**config.mk**
```make
export PLATFORM = sky130hd
export DESIGN_NAME = ssr_refresh_core
export DESIGN_NICKNAME = d
export VERILOG_FILES = /design/src/rtl/ssr_pkg.sv /design/src/rtl/ssr_refresh_core.sv
export SDC_FILE = /design/constraint.sdc
export NUM_CORES = 1
export LEC_CHECK = 0
export ABC_AREA = 1
export BUFFER_PORTS_ARGS = -buffer_cell sky130_fd_sc_hd__buf_2
export CAP_MARGIN = 30
export CORE_MARGIN = 4
export CORE_UTILIZATION = 48
export DETAILED_ROUTE_END_ITERATION = 7
export HOLD_SLACK_MARGIN = 0.02
export PLACE_DENSITY = 0.79
export REMOVE_ABC_BUFFERS = 1
export SYNTH_ARGS = -nofsm -noshare
export SYNTH_HDL_FRONTEND = slang
export SYNTH_SLANG_ARGS = --single-unit
```
**constraint.sdc**
```tcl
create_clock -name aclk -period 2.45 [get_ports aclk]
set_input_delay 0.6125 -clock aclk [delete_from_list [all_inputs] [get_ports aclk]]
set_output_delay 0.6125 -clock aclk [all_outputs]
set_load 0.005 [all_outputs]
```
**src/rtl/ssr_pkg.sv**
```systemverilog
// ----------------------------------------------------------------------------
// Seven-segment serial refresh package
// Shared widths, codes, reciprocal tables, the event record and the segment
// pattern lookup.
// ----------------------------------------------------------------------------
package ssr_pkg;

    localparam int DIGIT_COUNT_DEF = 4;
    localparam int DIGIT_COUNT_MAX = 8;

    localparam int NUMBER_W    = 16;
    localparam int DIGIT_W     = 4;
    localparam int SEG_W       = 8;
    localparam int MAP_LOW_W   = 64;
    localparam int MAP_HIGH_W  = 16;
    localparam int CFG_INDEX_W = 1;
    localparam int CFG_DATA_W  = 64;
    localparam int EVENT_IDX_W = 5;
    localparam int POS_OUT_W   = 2;
    localparam int POS_WIDE_W  = 3;
    localparam int PROD_W      = 48;

    localparam logic [EVENT_IDX_W-1:0] LATCH_EVENT = 5'd16;
    localparam logic [EVENT_IDX_W-1:0] SHIFT_SEG_END = 5'd8;

    localparam logic OP_LOAD = 1'b0;
    localparam logic OP_TICK = 1'b1;

    localparam logic EV_SHIFT = 1'b0;
    localparam logic EV_LATCH = 1'b1;

    localparam logic [CFG_INDEX_W-1:0] CFG_SEGMENT_MAP_LOW  = 1'b0;
    localparam logic [CFG_INDEX_W-1:0] CFG_SEGMENT_MAP_HIGH = 1'b1;

    // Entry j-1 gives ceil(2^S / 10^j) and S = 16 + ceil(log2(10^j)). The
    // fractional part of n * M / 2^S times ten yields digit floor(n/10^(j-1)) mod 10
    // exactly for every 16-bit n.
    localparam logic [16:0] RECIP_MUL [DIGIT_COUNT_MAX] = '{
        17'd104858, 17'd83887, 17'd67109, 17'd107375,
        17'd85900,  17'd68720, 17'd109952, 17'd87961
    };
    localparam int RECIP_SHIFT [DIGIT_COUNT_MAX] = '{
        20, 23, 26, 30, 33, 36, 40, 43
    };

    typedef struct packed {
        logic                 kind;
        logic                 serial_bit;
        logic [POS_OUT_W-1:0] position;
        logic                 frame_end;
    } ssr_event_t;

    function automatic logic [SEG_W-1:0] pattern_of(
        input logic [DIGIT_W-1:0]    d,
        input logic [MAP_LOW_W-1:0]  map_low,
        input logic [MAP_HIGH_W-1:0] map_high
    );
        logic [SEG_W-1:0] p;
        if (d < 4'd8) begin
            p = map_low[{d[2:0], 3'b000} +: SEG_W];
        end else if (d == 4'd8) begin
            p = map_high[7:0];
        end else if (d == 4'd9) begin
            p = map_high[15:8];
        end else begin
            p = '0;
        end
        return p;
    endfunction

endpackage

```
**src/rtl/ssr_refresh_core.sv**
```systemverilog
// ----------------------------------------------------------------------------
// Refresh sequencer
// Holds the digit store and the position and event counters, and forms the
// current pin event of the refresh frame.
// ----------------------------------------------------------------------------
module ssr_refresh_core #(
    parameter int DIGIT_COUNT = ssr_pkg::DIGIT_COUNT_DEF
) (
    input  logic                                         aclk,
    input  logic                                         aresetn,
    input  logic                                         load_en,
    input  logic [DIGIT_COUNT-1:0][ssr_pkg::DIGIT_W-1:0] load_digits,
    input  logic                                         tick_en,
    input  logic [ssr_pkg::MAP_LOW_W-1:0]                map_low,
    input  logic [ssr_pkg::MAP_HIGH_W-1:0]               map_high,
    output ssr_pkg::ssr_event_t                          event_out
);

    localparam int PW = (DIGIT_COUNT > 1) ? $clog2(DIGIT_COUNT) : 1;
    localparam logic [PW-1:0] POS_LAST = PW'(DIGIT_COUNT - 1);

    logic [ssr_pkg::DIGIT_W-1:0]     digit_reg [DIGIT_COUNT];
    logic [PW-1:0]                   pos_reg;
    logic [PW-1:0]                   pos_next;
    logic [ssr_pkg::EVENT_IDX_W-1:0] ev_reg;
    logic [ssr_pkg::EVENT_IDX_W-1:0] ev_next;

    logic [ssr_pkg::SEG_W-1:0]       pattern;
    logic [ssr_pkg::SEG_W-1:0]       cathode;
    logic [2:0]                      bit_sel;
    logic [ssr_pkg::POS_WIDE_W-1:0]  pos_wide;
    logic                            is_latch;

    always_ff @(posedge aclk) begin
        if (!aresetn) begin
            for (int i = 0; i < DIGIT_COUNT; i++) begin
                digit_reg[i] <= '0;
            end
        end else if (load_en) begin
            for (int i = 0; i < DIGIT_COUNT; i++) begin
                digit_reg[i] <= load_digits[i];
            end
        end
    end

    always_comb begin
        is_latch = (ev_reg >= ssr_pkg::LATCH_EVENT);
        pos_next = pos_reg;
        ev_next  = ev_reg;
        if (tick_en) begin
            if (is_latch) begin
                ev_next  = '0;
                pos_next = (pos_reg == POS_LAST) ? '0 : pos_reg + PW'(1);
            end else begin
                ev_next = ev_reg + ssr_pkg::EVENT_IDX_W'(1);
            end
        end
    end

    always_ff @(posedge aclk) begin
        if (!aresetn) begin
            pos_reg <= '0;
            ev_reg  <= '0;
        end else begin
            pos_reg <= pos_next;
            ev_reg  <= ev_next;
        end
    end

    always_comb begin
        pattern  = ssr_pkg::pattern_of(digit_reg[pos_reg], map_low, map_high);
        cathode  = ssr_pkg::SEG_W'(1) << pos_reg;
        bit_sel  = ~ev_reg[2:0];
        pos_wide = ssr_pkg::POS_WIDE_W'(pos_reg);

        event_out.position = pos_wide[ssr_pkg::POS_OUT_W-1:0];
        if (is_latch) begin
            event_out.kind       = ssr_pkg::EV_LATCH;
            event_out.serial_bit = 1'b0;
            event_out.frame_end  = (pos_reg == POS_LAST);
        end else begin
            event_out.kind       = ssr_pkg::EV_SHIFT;
            event_out.frame_end  = 1'b0;
            if (ev_reg < ssr_pkg::SHIFT_SEG_END) begin
                event_out.serial_bit = pattern[bit_sel];
            end else begin
                event_out.serial_bit = cathode[bit_sel];
            end
        end
    end

endmodule

```
; Word-level counts from Yosys, hierarchy flattened
; Memories as Yosys holds them, arrays and structs flattened. A register that Yosys moved wholly into a read port is not among the register bits.
; Index checks and enable logic that the tools add are counted.
[classes]
addsub = 2
multipliers = 0
div_mod_pow = 0
order_cmp = 4
eq_ne = 3
shift = 2
muxes = 22
bitwise = 5
reduce_logical = 1
[op_table]
columns = operator, count
row1 = 64-bit by 7-bit indexed part select with 8-bit output, 1
row2 = 8-bit two-way mux, 3
row3 = 4-bit two-way mux, 4
row4 = "4-bit == test, second input constant", 2
row5 = 1-bit two-way mux, 8
row6 = 2-bit two-way mux, 4
row7 = "1-bit by 2-bit left shift with 8-bit output, first input constant", 1
row8 = 1-bit binary-select mux with 3-bit select, 2
row9 = "5-bit by 1-bit adder with 5-bit output, second input constant", 1
row10 = "5-bit >= comparator, second input constant", 1
row11 = "5-bit by 4-bit < comparator with 1-bit output, second input constant", 1
row12 = 5-bit two-way mux, 1
row13 = "3-bit by 4-bit < comparator with 1-bit output, second input constant", 1
row14 = "4-bit < comparator, second input constant", 1
row15 = 1-bit OR, 4
row16 = 3-bit NOT, 1
row17 = "2-bit by 1-bit adder with 2-bit output, second input constant", 1
row18 = "2-bit == test, second input constant", 1
row19 = 2-bit AND reduction, 1
[totals]
ff_bits = 7
latch_bits = 0
ramBits = 16
mem_bits_ro = 0
inputBits = 100
out_inout_bits = 5
word_cells = 42
mem_count = 1
[mem_list]
columns = memory, words, width, read_ports, rd_clocked_by_memory_dff, write_ports, line_no
row1 = digit_reg, 4, 4, 1, 1, 4, ssr_refresh_core.sv:22  ; logic [ssr_pkg::DIGIT_W-1:0] digit_reg [DIGIT_COUNT];

; Logic depth before layout (Yosys ltp)
[depth]
ltp_word = 8
depth_mapped = 19
ltp_nobuf = 17

; Worst setup path before layout
; Ideal clock, no wire load.
[synth_timing]
path_kind = register to output
from = reg (tool-made name)
to = out event_out[3] (netlist bit)
arrival_ps = 1585
required_time_ps = 1837
path_slack_ps = 253
stages_incl_launch_ff = 19
n_path_buf = 2
cell_sequence = dfxtp_1 -> buf_6 -> inv_6 -> nand2_2 -> nand3_4 -> nand2_8 -> nand2_4 -> inv_2 -> buf_6 -> nand3_1 -> nand3_1 -> nand2_1 -> a21oi_1 -> nand2_1 -> clkinv_1 -> nand2_1 -> nand3_1 -> nand2_1 -> inv_1
[synth_lines]
columns = item, line_no
row1 = end: declaration, ssr_refresh_core.sv:16  ; output ssr_pkg::ssr_event_t event_out

==> flow_metrics.env <==
export IMPL_reg2reg_depth=5
export IMPL_layout_drive_gt1_share_pct=39.41
export IMPL_cts_sinks=25
export IMPL_tightest_slew_ps=461.1
export IMPL_synth_seq_cells=25
export IMPL_dieArea_mm2=0.006082
export IMPL_hold_buffers=0
export IMPL_antenna_found_initial=0
export IMPL_fin_nets=579
export IMPL_violations="negative setup slack"
export IMPL_gp_congestion=0.8490
export IMPL_fin_skew_ps=0.8170
export IMPL_wl_per_cell_um=12.72
export IMPL_port_buffers=104
export IMPL_synth_seq_area_share_pct=28.10
export IMPL_finalWirelength_um=6857
export IMPL_die_h_um=77.99
export IMPL_finalNonFillerCells=539
export IMPL_critPathLaunchType="flip-flop"
export IMPL_drc=0
export IMPL_coreArea_mm2=0.004723
export IMPL_hold_start="ev_reg[3]"
export IMPL_seqCellArea_um2=668.1
export IMPL_min_path_cells=2
export IMPL_worst_path_max_fanout=7
export IMPL_yosysWarnings=0
export IMPL_firstDrtPassIters=5
export IMPL_clk_path_buf_depth=2
export IMPL_max_slew_margin_pct=69.14
export IMPL_row_count=25
export IMPL_hold_end="ev_reg[4]"
export IMPL_grt_pass1_vias=2452
export IMPL_synthCells=357
export IMPL_grt_overflow=0
export IMPL_rsz0062_at_grt="yes"
export IMPL_area_growth_pct=41.03
export IMPL_grt_max_degree=17
export IMPL_p_leak_nw=1.736
export IMPL_largest_reg_flops=16
export IMPL_rrSetupSlack_ps=1200
export IMPL_critPathKind="flip-flop to output port"
export IMPL_period_needed_ps=2746
export IMPL_hp_class="flip-flop to flip-flop"
export IMPL_nFillCells=401
export IMPL_finalHoldViolCount=0
export IMPL_drv_cap=0
export IMPL_slew_viol_final=0
export IMPL_rr_endpoint="ev_reg[1]"
export IMPL_grt_pass1_wl_um=10670
export IMPL_setup_ws_ps=-295.8
export IMPL_dp_hpwl_um=5004
export IMPL_tns_ps=-295.8
export IMPL_ir_drop_mv=0.3457
export IMPL_viasPerCell=4.935
export IMPL_ant_nets=0
export IMPL_setup_viol=1
export IMPL_die_w_um=77.99
export IMPL_grt_use_total_pct=20.95
export IMPL_first_iter_violations=158
export IMPL_io_pins=105
export IMPL_start_util_pct=49.77
export IMPL_reg2reg_from="ev_reg[0]"
export IMPL_clk_pin_slew_worst_paths_ps=80
export IMPL_htree_levels=1
export IMPL_cts_root_buf="clkbuf_8"
export IMPL_place_inst=522
export IMPL_holdWs_ps=525.5
export IMPL_clock_latency_ps=270
export IMPL_multi_input_area_mm2=0.001488
export IMPL_status="finished, violations left"
export IMPL_synthDistinctLibCells=33
export IMPL_crit_arrival_ps=2130
export IMPL_vias=2660
export IMPL_cts_made_buffers=3
export IMPL_syn_area_mm2=0.002351
export IMPL_fmax_mhz=364.2
export IMPL_cts_tree="done"
export IMPL_period_share_pct=112.1
export IMPL_synth_avg_cell_area_um2=6.585
export IMPL_power_density_mw_per_mm2=362.5
export IMPL_crit_path_end_kind="output port"
export IMPL_diodes=0
export IMPL_final_util_pct=70.20
export IMPL_required_ps=1840
layout by cell type, fill, tap and decap left out, types with 4 or more instances in the layout:
| master | n |
|---|---|
| ha_1 | 6 |
| nand3b_1 | 6 |
| a21oi_1 | 7 |
| nand3_1 | 60 |
| nand2_1 | 90 |
| dfxtp_1 | 7 |
| edfxtp_1 | 16 |
| inv_1 | 58 |
| buf_4 | 6 |
| buf_2 | 104 |
| nand4_1 | 4 |
| nand2_4 | 7 |
| nor2_1 | 19 |
| nand2_2 | 11 |
| nand3_2 | 19 |
| buf_6 | 7 |
power by group:
part / internal, W / leakage [nW] / total [W] / switching [W]
clock: 0.000114 / 0.0255 / 0.000243 / 0.000129
sequential: 0.000472 / 0.246 / 0.000483 / 0.0000111
combinational: 0.000215 / 1.46 / 0.000476 / 0.000261
per-layer routing:
layer  share of wire [%]  vias up  track usage, %
met1                  43     1169           26.90
met4                 1.4        0           7.343
met2                  49      103           35.62
li1                    -     1377               -
met5                   0        -               0
met3                 7.3       11           3.132
worst max-delay path by stage:
stage / start / to / slack [ps] / cells past startpoint
5_1_grt: flip-flop / event_out[3] / -420 / 17
2_1_floorplan: flip-flop / event_out[3] / 40 / 16
3_3_place_gp: flip-flop / event_out[3] / -100 / 17
6_report: flip-flop / event_out[3] / -300 / 16
4_1_cts: digit_reg[1][0] / event_out[3] / -240 / 16
3_5_place_dp: flip-flop / event_out[3] / -170 / 17
synthesized netlist by cell type, drive strengths merged:
master | number | area [µm²]
nand2 | 108 | 456.7
nand3 | 81 | 460.4
inv | 64 | 247.7
nor2 | 21 | 111.4
edfxtp | 16 | 480.5
buf | 12 | 111.4
a21oi | 9 | 45.04
dfxtp | 9 | 180.2
o21ai | 8 | 40.04
ha | 6 | 75.07
nand3b | 6 | 45.04
clkbuf | 4 | 15.01
nand4 | 4 | 25.02
nor3 | 2 | 10.01
a211oi | 1 | 7.510
a31oi | 1 | 6.260
clkinv | 1 | 3.750
nor4 | 1 | 6.260
o2111ai | 1 | 8.760
or2 | 1 | 6.260
xnor2 | 1 | 8.760
cells by family after synthesis:
logic type | synth area share [%]
fa+ha+maj | 3.193
flops | 28.10
simple gates | 47.68
xor+xnor | 0.3726
compound gates | 4.577
buf+inv | 16.07
worst max-delay path, cell delays in order, from the launching register on:
cell and delay (ps):
dfxtp_4 390, buf_6 130, nand2_2 60, nand3_2 90, nand2_4 160, clkinvlp_4 200, nand3_2 120, nand3_2 80
nand2_2 80, nand2_1 70, nand2_1 80, clkinv_1 60, nand2_1 80, nand3_2 60, nand2_1 60, inv_1 30
buf_2 120
layout make-up:
type,count,share of cell area [%]
multi-input cells,255,44.87
repair buffers,123,22.91
flip-flops and latches,25,20.15
inverters,65,8.151
well taps,67,2.528
clock buffers,3,1.245
clock inverters,1,0.1509
stage by stage:
stage | total power (W) | setup WS (ps) | instance area (µm²)
after floorplan | 0.0007230 | 37.84 | 2225
after global placement | 0.0008743 | -104.5 | 2917
after detailed placement | 0.0008808 | -165.5 | 2917
after CTS | 0.001140 | -240.0 | 3059
after global routing | 0.001276 | -420.6 | 3316
final | 0.001202 | -295.8 | 3316
what timing repair did:
action	in CTS	in global routing
buffers inserted	1	7
cloned	3	2
endpoints found under the setup margin	1	1
pin swaps	10	26
resized for setup	16	43
(Power assumes the default switching activity.)
